File: src/lsg_pkg.sv
// ----------------------------------------------------------------------------
// lsg_pkg
// shared types and constants of the tile grid line of sight block
// ----------------------------------------------------------------------------
package lsg_pkg;

   localparam int PIX_W  = 16;   // pixel coordinates, signed
   localparam int FRAC_W = 16;   // fraction bits of the walk accumulator
   localparam int ACC_W  = PIX_W + FRAC_W;
   localparam int DEN_W  = 15;   // magnitude of a line delta
   localparam int NUM_W  = DEN_W + FRAC_W;
   localparam int CNT_W  = 5;

   localparam logic [1:0] CSR_MAX_DIST = 2'd0;
   localparam logic [1:0] CSR_COLS     = 2'd1;
   localparam logic [1:0] CSR_ROWS     = 2'd2;

   localparam logic OP_WRITE = 1'b0;
   localparam logic OP_QUERY = 1'b1;

   typedef enum logic [3:0] {
      ST_CLEAR,
      ST_IDLE,
      ST_SQUARE,
      ST_COMPARE,
      ST_TILE,
      ST_ADDR,
      ST_CHECK,
      ST_LINE,
      ST_DIV_START,
      ST_DIV_WAIT,
      ST_STEP
   } state_type;

endpackage

File: src/lsg_div.sv
// ----------------------------------------------------------------------------
// lsg_div
// restoring unsigned divider, one quotient bit per cycle
// ----------------------------------------------------------------------------
module lsg_div (
   input  logic                       clock,
   input  logic                       reset,
   input  logic                       start,
   input  logic [lsg_pkg::NUM_W-1:0]  dividend,
   input  logic [lsg_pkg::DEN_W-1:0]  divisor,
   output logic                       done,
   output logic [lsg_pkg::NUM_W-1:0]  quotient
);
   import lsg_pkg::*;

   logic [DEN_W:0]   rem_ff, rem_in;
   logic [NUM_W-1:0] dvd_ff, dvd_in;
   logic [DEN_W-1:0] den_ff;
   logic [CNT_W-1:0] cnt_ff, cnt_in;
   logic             run_ff, run_in;
   logic             done_ff, done_in;
   logic [DEN_W:0]   shifted;
   logic             fits;

   assign shifted = {rem_ff[DEN_W-1:0], dvd_ff[NUM_W-1]};
   assign fits    = shifted >= {1'b0, den_ff};

   always_comb begin
      rem_in  = rem_ff;
      dvd_in  = dvd_ff;
      cnt_in  = cnt_ff;
      run_in  = run_ff;
      done_in = 1'b0;
      if (start) begin
         rem_in = '0;
         dvd_in = dividend;
         cnt_in = '0;
         run_in = 1'b1;
      end else if (run_ff) begin
         rem_in = fits ? shifted - {1'b0, den_ff} : shifted;
         dvd_in = {dvd_ff[NUM_W-2:0], fits};
         cnt_in = cnt_ff + 1'b1;
         if (cnt_ff == CNT_W'(NUM_W - 1)) begin
            run_in  = 1'b0;
            done_in = 1'b1;
         end
      end
   end

   always_ff @(posedge clock) begin
      if (reset) begin
         run_ff  <= 1'b0;
         done_ff <= 1'b0;
         cnt_ff  <= '0;
      end else begin
         run_ff  <= run_in;
         done_ff <= done_in;
         cnt_ff  <= cnt_in;
      end
      rem_ff <= rem_in;
      dvd_ff <= dvd_in;
      if (start) begin
         den_ff <= divisor;
      end
   end

   assign done     = done_ff;
   assign quotient = dvd_ff;

endmodule

File: config.mk
export PLATFORM = sky130hd
export DESIGN_NAME = lsg_div
export DESIGN_NICKNAME = d
export VERILOG_FILES = /design/src/lsg_pkg.sv /design/src/lsg_div.sv
export SDC_FILE = /design/constraint.sdc
export NUM_CORES = 1
export LEC_CHECK = 0
export BUFFER_PORTS_ARGS = -buffer_cell sky130_fd_sc_hd__buf_2
export CAP_MARGIN = 0
export CELL_PAD_IN_SITES_DETAIL_PLACEMENT = 0
export CELL_PAD_IN_SITES_GLOBAL_PLACEMENT = 1
export CORE_UTILIZATION = 47
export CTS_BUF_LIST = sky130_fd_sc_hd__clkbuf_8
export CTS_CLUSTER_SIZE = 8
export DETAILED_ROUTE_END_ITERATION = 8
export GPL_ROUTABILITY_DRIVEN = 0
export PLACE_DENSITY = 0.93
export SETUP_SLACK_MARGIN = 0.15
export SLEW_MARGIN = 40
export SYNTH_ARGS = -nofsm -noshare
export SYNTH_HDL_FRONTEND = slang
export SYNTH_SLANG_ARGS = --single-unit
File: constraint.sdc
create_clock -name clock -period 3.9 [get_ports clock]
set_input_delay 0.39 -clock clock [delete_from_list [all_inputs] [get_ports clock]]
set_output_delay 0.39 -clock clock [all_outputs]
set_load 0.005 [all_outputs]
**Yosys cells after proc, flatten, opt, wreduce, memory -nomap -nowiden**

Index checks and enable logic that the tools add are counted.

- Add/sub/neg operators: 2
- Reductions and logical operators: 3
- Multiplexer cells: 7
- Equal/unequal tests: 1
- Bitwise gates (word level): 1
- Order comparisons: 1

Operator list:

| cell | number |
|---|---|
| 2-to-1 mux 31 bit | 2 |
| >= comparator 16 x 15 -> 1 bit | 1 |
| 2-to-1 mux 15 bit | 1 |
| subtractor 15 bit | 1 |
| adder 5 x 1 -> 5 bit (second input constant) | 1 |
| equality test 5 bit (second input constant) | 1 |
| 2-to-1 mux 1 bit | 4 |
| OR reduction 3 bit | 1 |
| nonzero test 2 bit | 1 |
| OR reduction 2 bit | 1 |
| inverter 1 bit | 1 |

- Output and inout bits: 32
- Bits in registers: 68
- Word-level logic and storage cells: 21
- Input bits: 49

**Depth between registers and ports, before layout**

- Depth in word-level cells: 4
- Mapped depth: 10
- Depth with buffers taken out: 9

**Worst setup path after synthesis**

OpenSTA, ideal clock, no wires.

- Path kind: flip-flop to flip-flop
- From: register dvd_ff[30] (netlist: quotient[30])
- To: register rem_ff[4]
- Cell stages (with the launch flop): 11
- Slack: 1.639 ns
- Data arrival time: 2.137 ns
- Setup time: 0.124 ns
- Buffers on the path: 1
- Data required time: 3.776 ns
- Period minus slack after synthesis: 2.261 ns
- Cell sequence: edfxtp_1 > inv_1 > ha_1 > fa_1 > nand2b_1 > a21oi_1 > o21ai_2 > a21o_2 > buf_6 > a211oi_1 > nor4_1

- Longest elaborated chain between the ends: 2
- Elaborated cells on any way between the ends: 3
- Classes of those cells: 1 x add/sub; 1 x order compare; 1 x mux

RTL lines:

| element | line | RTL |
|---|---|---|
| start: declaration | lsg_div.sv:17 | `logic [NUM_W-1:0] dvd_ff, dvd_in;` |
| start signal: assignment | lsg_div.sv:61 | `dvd_ff <= dvd_in;` |
| subtractor 15 bit or >= comparator 16 x 15 -> 1 bit (tied branches) | lsg_div.sv:40, lsg_div.sv:26 |  |
| 2-to-1 mux 15 bit (*) | lsg_div.sv:40 | `rem_in = fits ? shifted - {1'b0, den_ff} : shifted;` |
| end signal: assignment | lsg_div.sv:60 | `rem_ff <= rem_in;` |
| end: declaration | lsg_div.sv:16 | `logic [DEN_W:0] rem_ff, rem_in;` |

Every way passes the cells marked *; elsewhere a longest branch is shown, timed or not.
A chain may end at the register's enable or synchronous reset.

**Final worst setup path**

- From: register den_ff[7]
- To: register dvd_ff[0] (netlist: quotient[0]) (data pin)

- Longest elaborated chain between the ends: 3

RTL lines:

| element | line | RTL |
|---|---|---|
| start: declaration | lsg_div.sv:18 | `logic [DEN_W-1:0] den_ff;` |
| start signal: assignment | lsg_div.sv:63 | `den_ff <= divisor;` |
| >= comparator 16 x 15 -> 1 bit | lsg_div.sv:26 | `assign fits = shifted >= {1'b0, den_ff};` |
| 2-to-1 mux 31 bit | lsg_div.sv:39 | `end else if (run_ff) begin` |
| 2-to-1 mux 31 bit | lsg_div.sv:34 | `if (start) begin` |
| via dvd_in[0] | lsg_div.sv:17 |  |

The timed path passes the listed nets, and every way through them passes these cells. The select of a mux whose other input is x is not followed.

==> results.sh <==
export IMPL_outcome="completed"
export IMPL_ys_seq_area_share_pct=49.39
export IMPL_min_period_ns=2.507
export IMPL_r2r_cells=8
export IMPL_drc=0
export IMPL_leakagePower_nw=1.801
export IMPL_die_area_mm2=0.008207
export IMPL_p_per_area_mw_per_mm2=421.6
export IMPL_hold_class="primary input to register"
export IMPL_slowest_stage="ha_1"
export IMPL_p_sw_uw=521.6
export IMPL_antenna_found_initial=0
export IMPL_p_seq_share_pct=47.9
export IMPL_yosysWarningCount=0
export IMPL_synth_edf_count=46
export IMPL_slew_violations=0
export IMPL_first_pass_iters=5
export IMPL_grt_ovfl_total=0
export IMPL_final_cell_mix="80 x buf_2, 46 x edfxtp_1, 31 x mux2_2"
export IMPL_synth_area_mm2=0.003689
export IMPL_die_h_um=90.59
export IMPL_hold_end="den_ff[8]$_DFFE_PP_"
export IMPL_synth_cell_type_count=51
export IMPL_wl_met1_um=3485
export IMPL_synth_async_reset_ratio_pct=0
export IMPL_fmax_mhz=398.9
export IMPL_setup_ws_ns=1.393
export IMPL_wl_per_cell_um=15.84
export IMPL_pin_count=81
export IMPL_grt_usage_pct=20.61
export IMPL_first_iter_violations=178
export IMPL_dp_slack_ns=1.378
export IMPL_ctsHoldBuffers=0
export IMPL_nets=471
export IMPL_synth_largest_area_cell="edfxtp_1"
export IMPL_finClkSkew_ns=0.009802
export IMPL_synth_area_leaders="edfxtp_1 37%, dfxtp_1 12%, mux2_2 9.5%, ha_1 5.8%, nor2_1 2.3%"
export IMPL_switching_share_pct=28.68
export IMPL_placed_area_mm2=0.004108
export IMPL_stdcell_area_mm2=0.004314
export IMPL_drv_cap=0
export IMPL_path_cells="inv_1 -> ha_1 -> a21oi_1 -> o221ai_1 -> a21oi_2 -> a21o_2 -> nand2_1 -> mux2_2"
export IMPL_synth_ff_type="edfxtp_1"
export IMPL_layout_commonest_cell="buf_2"
export IMPL_cts_made_buffers=9
export IMPL_viasPerCell=5.528
export IMPL_synth_top_area_share_pct=37.45
export IMPL_tns_ns=0
export IMPL_arrival_ns=2.63
export IMPL_drive_gt1_share_pct=34.96
export IMPL_diodes=0
export IMPL_clk_latency_ns=0.36
export IMPL_start_kind="register"
export IMPL_cts_sinks=68
export IMPL_synth_seq_cells=68
export IMPL_clockRootBuffer="clkbuf_8"
export IMPL_vias=2808
export IMPL_p_clk_share_pct=33.8
export IMPL_internal_power_mw=1.297
export IMPL_tightest_slew_ns=0.6937
export IMPL_rows=31
export IMPL_regToRegStartpoint="den_ff[7]$_DFFE_PP_"
export IMPL_ant_nets=0
export IMPL_ctsResizeCount=0
export IMPL_r2r_end="quotient[0]$_DFFE_PP_"
export IMPL_start_util_pct=49.79
export IMPL_ff2ff_setup_slack_ns=1.39
export IMPL_syn_nets=394
export IMPL_clockBufferDepth=2
export IMPL_cts_tree="yes"
export IMPL_routed_wl_um=8047
export IMPL_cp_top_family="compound AO/OA/AOI/OAI gates"
export IMPL_cts_max_level=3
export IMPL_final_period_utilization_pct=64.28
export IMPL_relSlewSlack_pct=53.75
export IMPL_cp_end_kind="register"
export IMPL_met2_length_um=3924
export IMPL_p_comb_share_pct=18.4
export IMPL_dieWidth_um=90.59
export IMPL_grt_pass1_wl_um=13150
export IMPL_hpwl_um=5591
export IMPL_grt_max_degree=35
export IMPL_hold_violations=0
export IMPL_hp_start="divisor[8]"
export IMPL_area_growth_pct=16.96
export IMPL_highest_layer="met4"
export IMPL_rsz0062_at_grt="false"
export IMPL_critPathMaxFanout=13
export IMPL_synthCells=327
export IMPL_peakVddDrop_mv=0.2457
export IMPL_slowest_delay_ns=0.35
export IMPL_cts_setup_buffers=0
export IMPL_critical_path_required_ns=4.02
export IMPL_hold_depth=1
export IMPL_grt_pass1_vias=2717
export IMPL_finalPower_mw=1.819
export IMPL_setup_violations=0
export IMPL_wl_met3_um=468
export IMPL_critical_path_class="register to register"
export IMPL_io_buffers=80
export IMPL_clk_pin_slew_worst_paths_ns=0.08
export IMPL_crit_buf_inv=1
export IMPL_core_area_mm2=0.007408
export IMPL_avgSynthCellArea_um2=11.28
cells in the mapped netlist (2+ instances only):
cell type,count
a211oi_1,5
a21o_1,5
a21oi_1,12
a21oi_2,2
a311o_1,2
a311oi_1,7
a31o_2,2
a31oi_1,2
and3_1,5
buf_4,3
buf_6,7
clkbuf_1,7
dfxtp_1,22
edfxtp_1,46
ha_1,17
inv_1,21
mux2_2,31
nand2_1,20
nand3_1,12
nand4_1,6
nor2_1,23
nor3_1,3
nor4_1,4
o2111ai_1,2
o211ai_1,2
o21a_1,2
o21ai_0,13
o31ai_1,2
o41ai_1,4
or2_2,2
or3_1,4
xnor2_1,6
xor2_1,8
how the worst max path moves through the flow:
stage	from	to	slack (ns)	depth (start not counted)
6_report	den_ff[7]$_DFFE_PP_	quotient[0]$_DFFE_PP_	1.39	8
5_1_grt	quotient[30]$_DFFE_PP_	rem_ff[8]$_SDFFE_PP0P_	1.15	9
4_1_cts	quotient[30]$_DFFE_PP_	rem_ff[11]$_SDFFE_PP0P_	1.38	9
3_5_place_dp	quotient[30]$_DFFE_PP_	rem_ff[11]$_SDFFE_PP0P_	1.38	9
3_3_place_gp	quotient[30]$_DFFE_PP_	rem_ff[8]$_SDFFE_PP0P_	1.40	9
2_1_floorplan	quotient[30]$_DFFE_PP_	rem_ff[4]$_SDFFE_PP0P_	1.64	10
worst reg2reg max path, cell delays in order (launching register included):
cell      delay [ns]
edfxtp_1        0.33
inv_1           0.04
ha_1            0.35
a21oi_1         0.27
o221ai_1        0.17
a21oi_2         0.25
a21o_2          0.35
nand2_1         0.21
mux2_2          0.30
flip-flops by register name, summed over array words and instances, names as in the netlist:
name      count
quotient     31
rem_ff       15
den_ff       15
done          1
cnt_ff        5
run_ff        1
through the flow:
step	hold slack (ns)	utilization, %	instances
3_3_place_gp	0.4952	55.45	492
4_1_cts	0.1856	58.23	508
2_1_floorplan	0.4624	-	327
3_5_place_dp	0.4990	55.45	492
5_1_grt	0.1792	58.23	508
6_report	0.2004	58.23	508
layout make-up:
class	count	area, µm²
fill	639	3094
sequential	68	1822
clock inverter	7	82.58
clock buffer	9	123.9
multi-input combinational	220	1653
tap	99	123.9
inverter	21	78.83
timing repair buffer	84	430.4
cells by family (layout without fill, tap and decap cells):
kind of cell | after synthesis | count (layout) | synth area share [%]
flops | 68 | 68 | 49.39
simple gates | 83 | 83 | 10.85
mux | 31 | 31 | 9.464
fa+ha+maj | 18 | 18 | 6.309
xor+xnor | 14 | 14 | 3.324
buf+inv | 39 | 121 | 5.801
compound gates | 74 | 74 | 14.86
per-layer routing:
layer | vias up | track usage, %
li1 | 1382 | -
met1 | 1325 | 25.88
met2 | 88 | 32.39
met3 | 13 | 7.071
met4 | 0 | 8.333
met5 | - | 0
power groups by stage:
stage | combinational, mW | clock (mW) | sequential (mW)
6_report | 0.334 | 0.614 | 0.870
5_1_grt | 0.371 | 0.660 | 0.878
3_3_place_gp | 0.328 | 0 | 0.883
3_5_place_dp | 0.334 | 0 | 0.886
4_1_cts | 0.336 | 0.634 | 0.871
2_1_floorplan | 0.229 | 0 | 0.886
No activity file was read; power rests on OpenSTA's default activity.
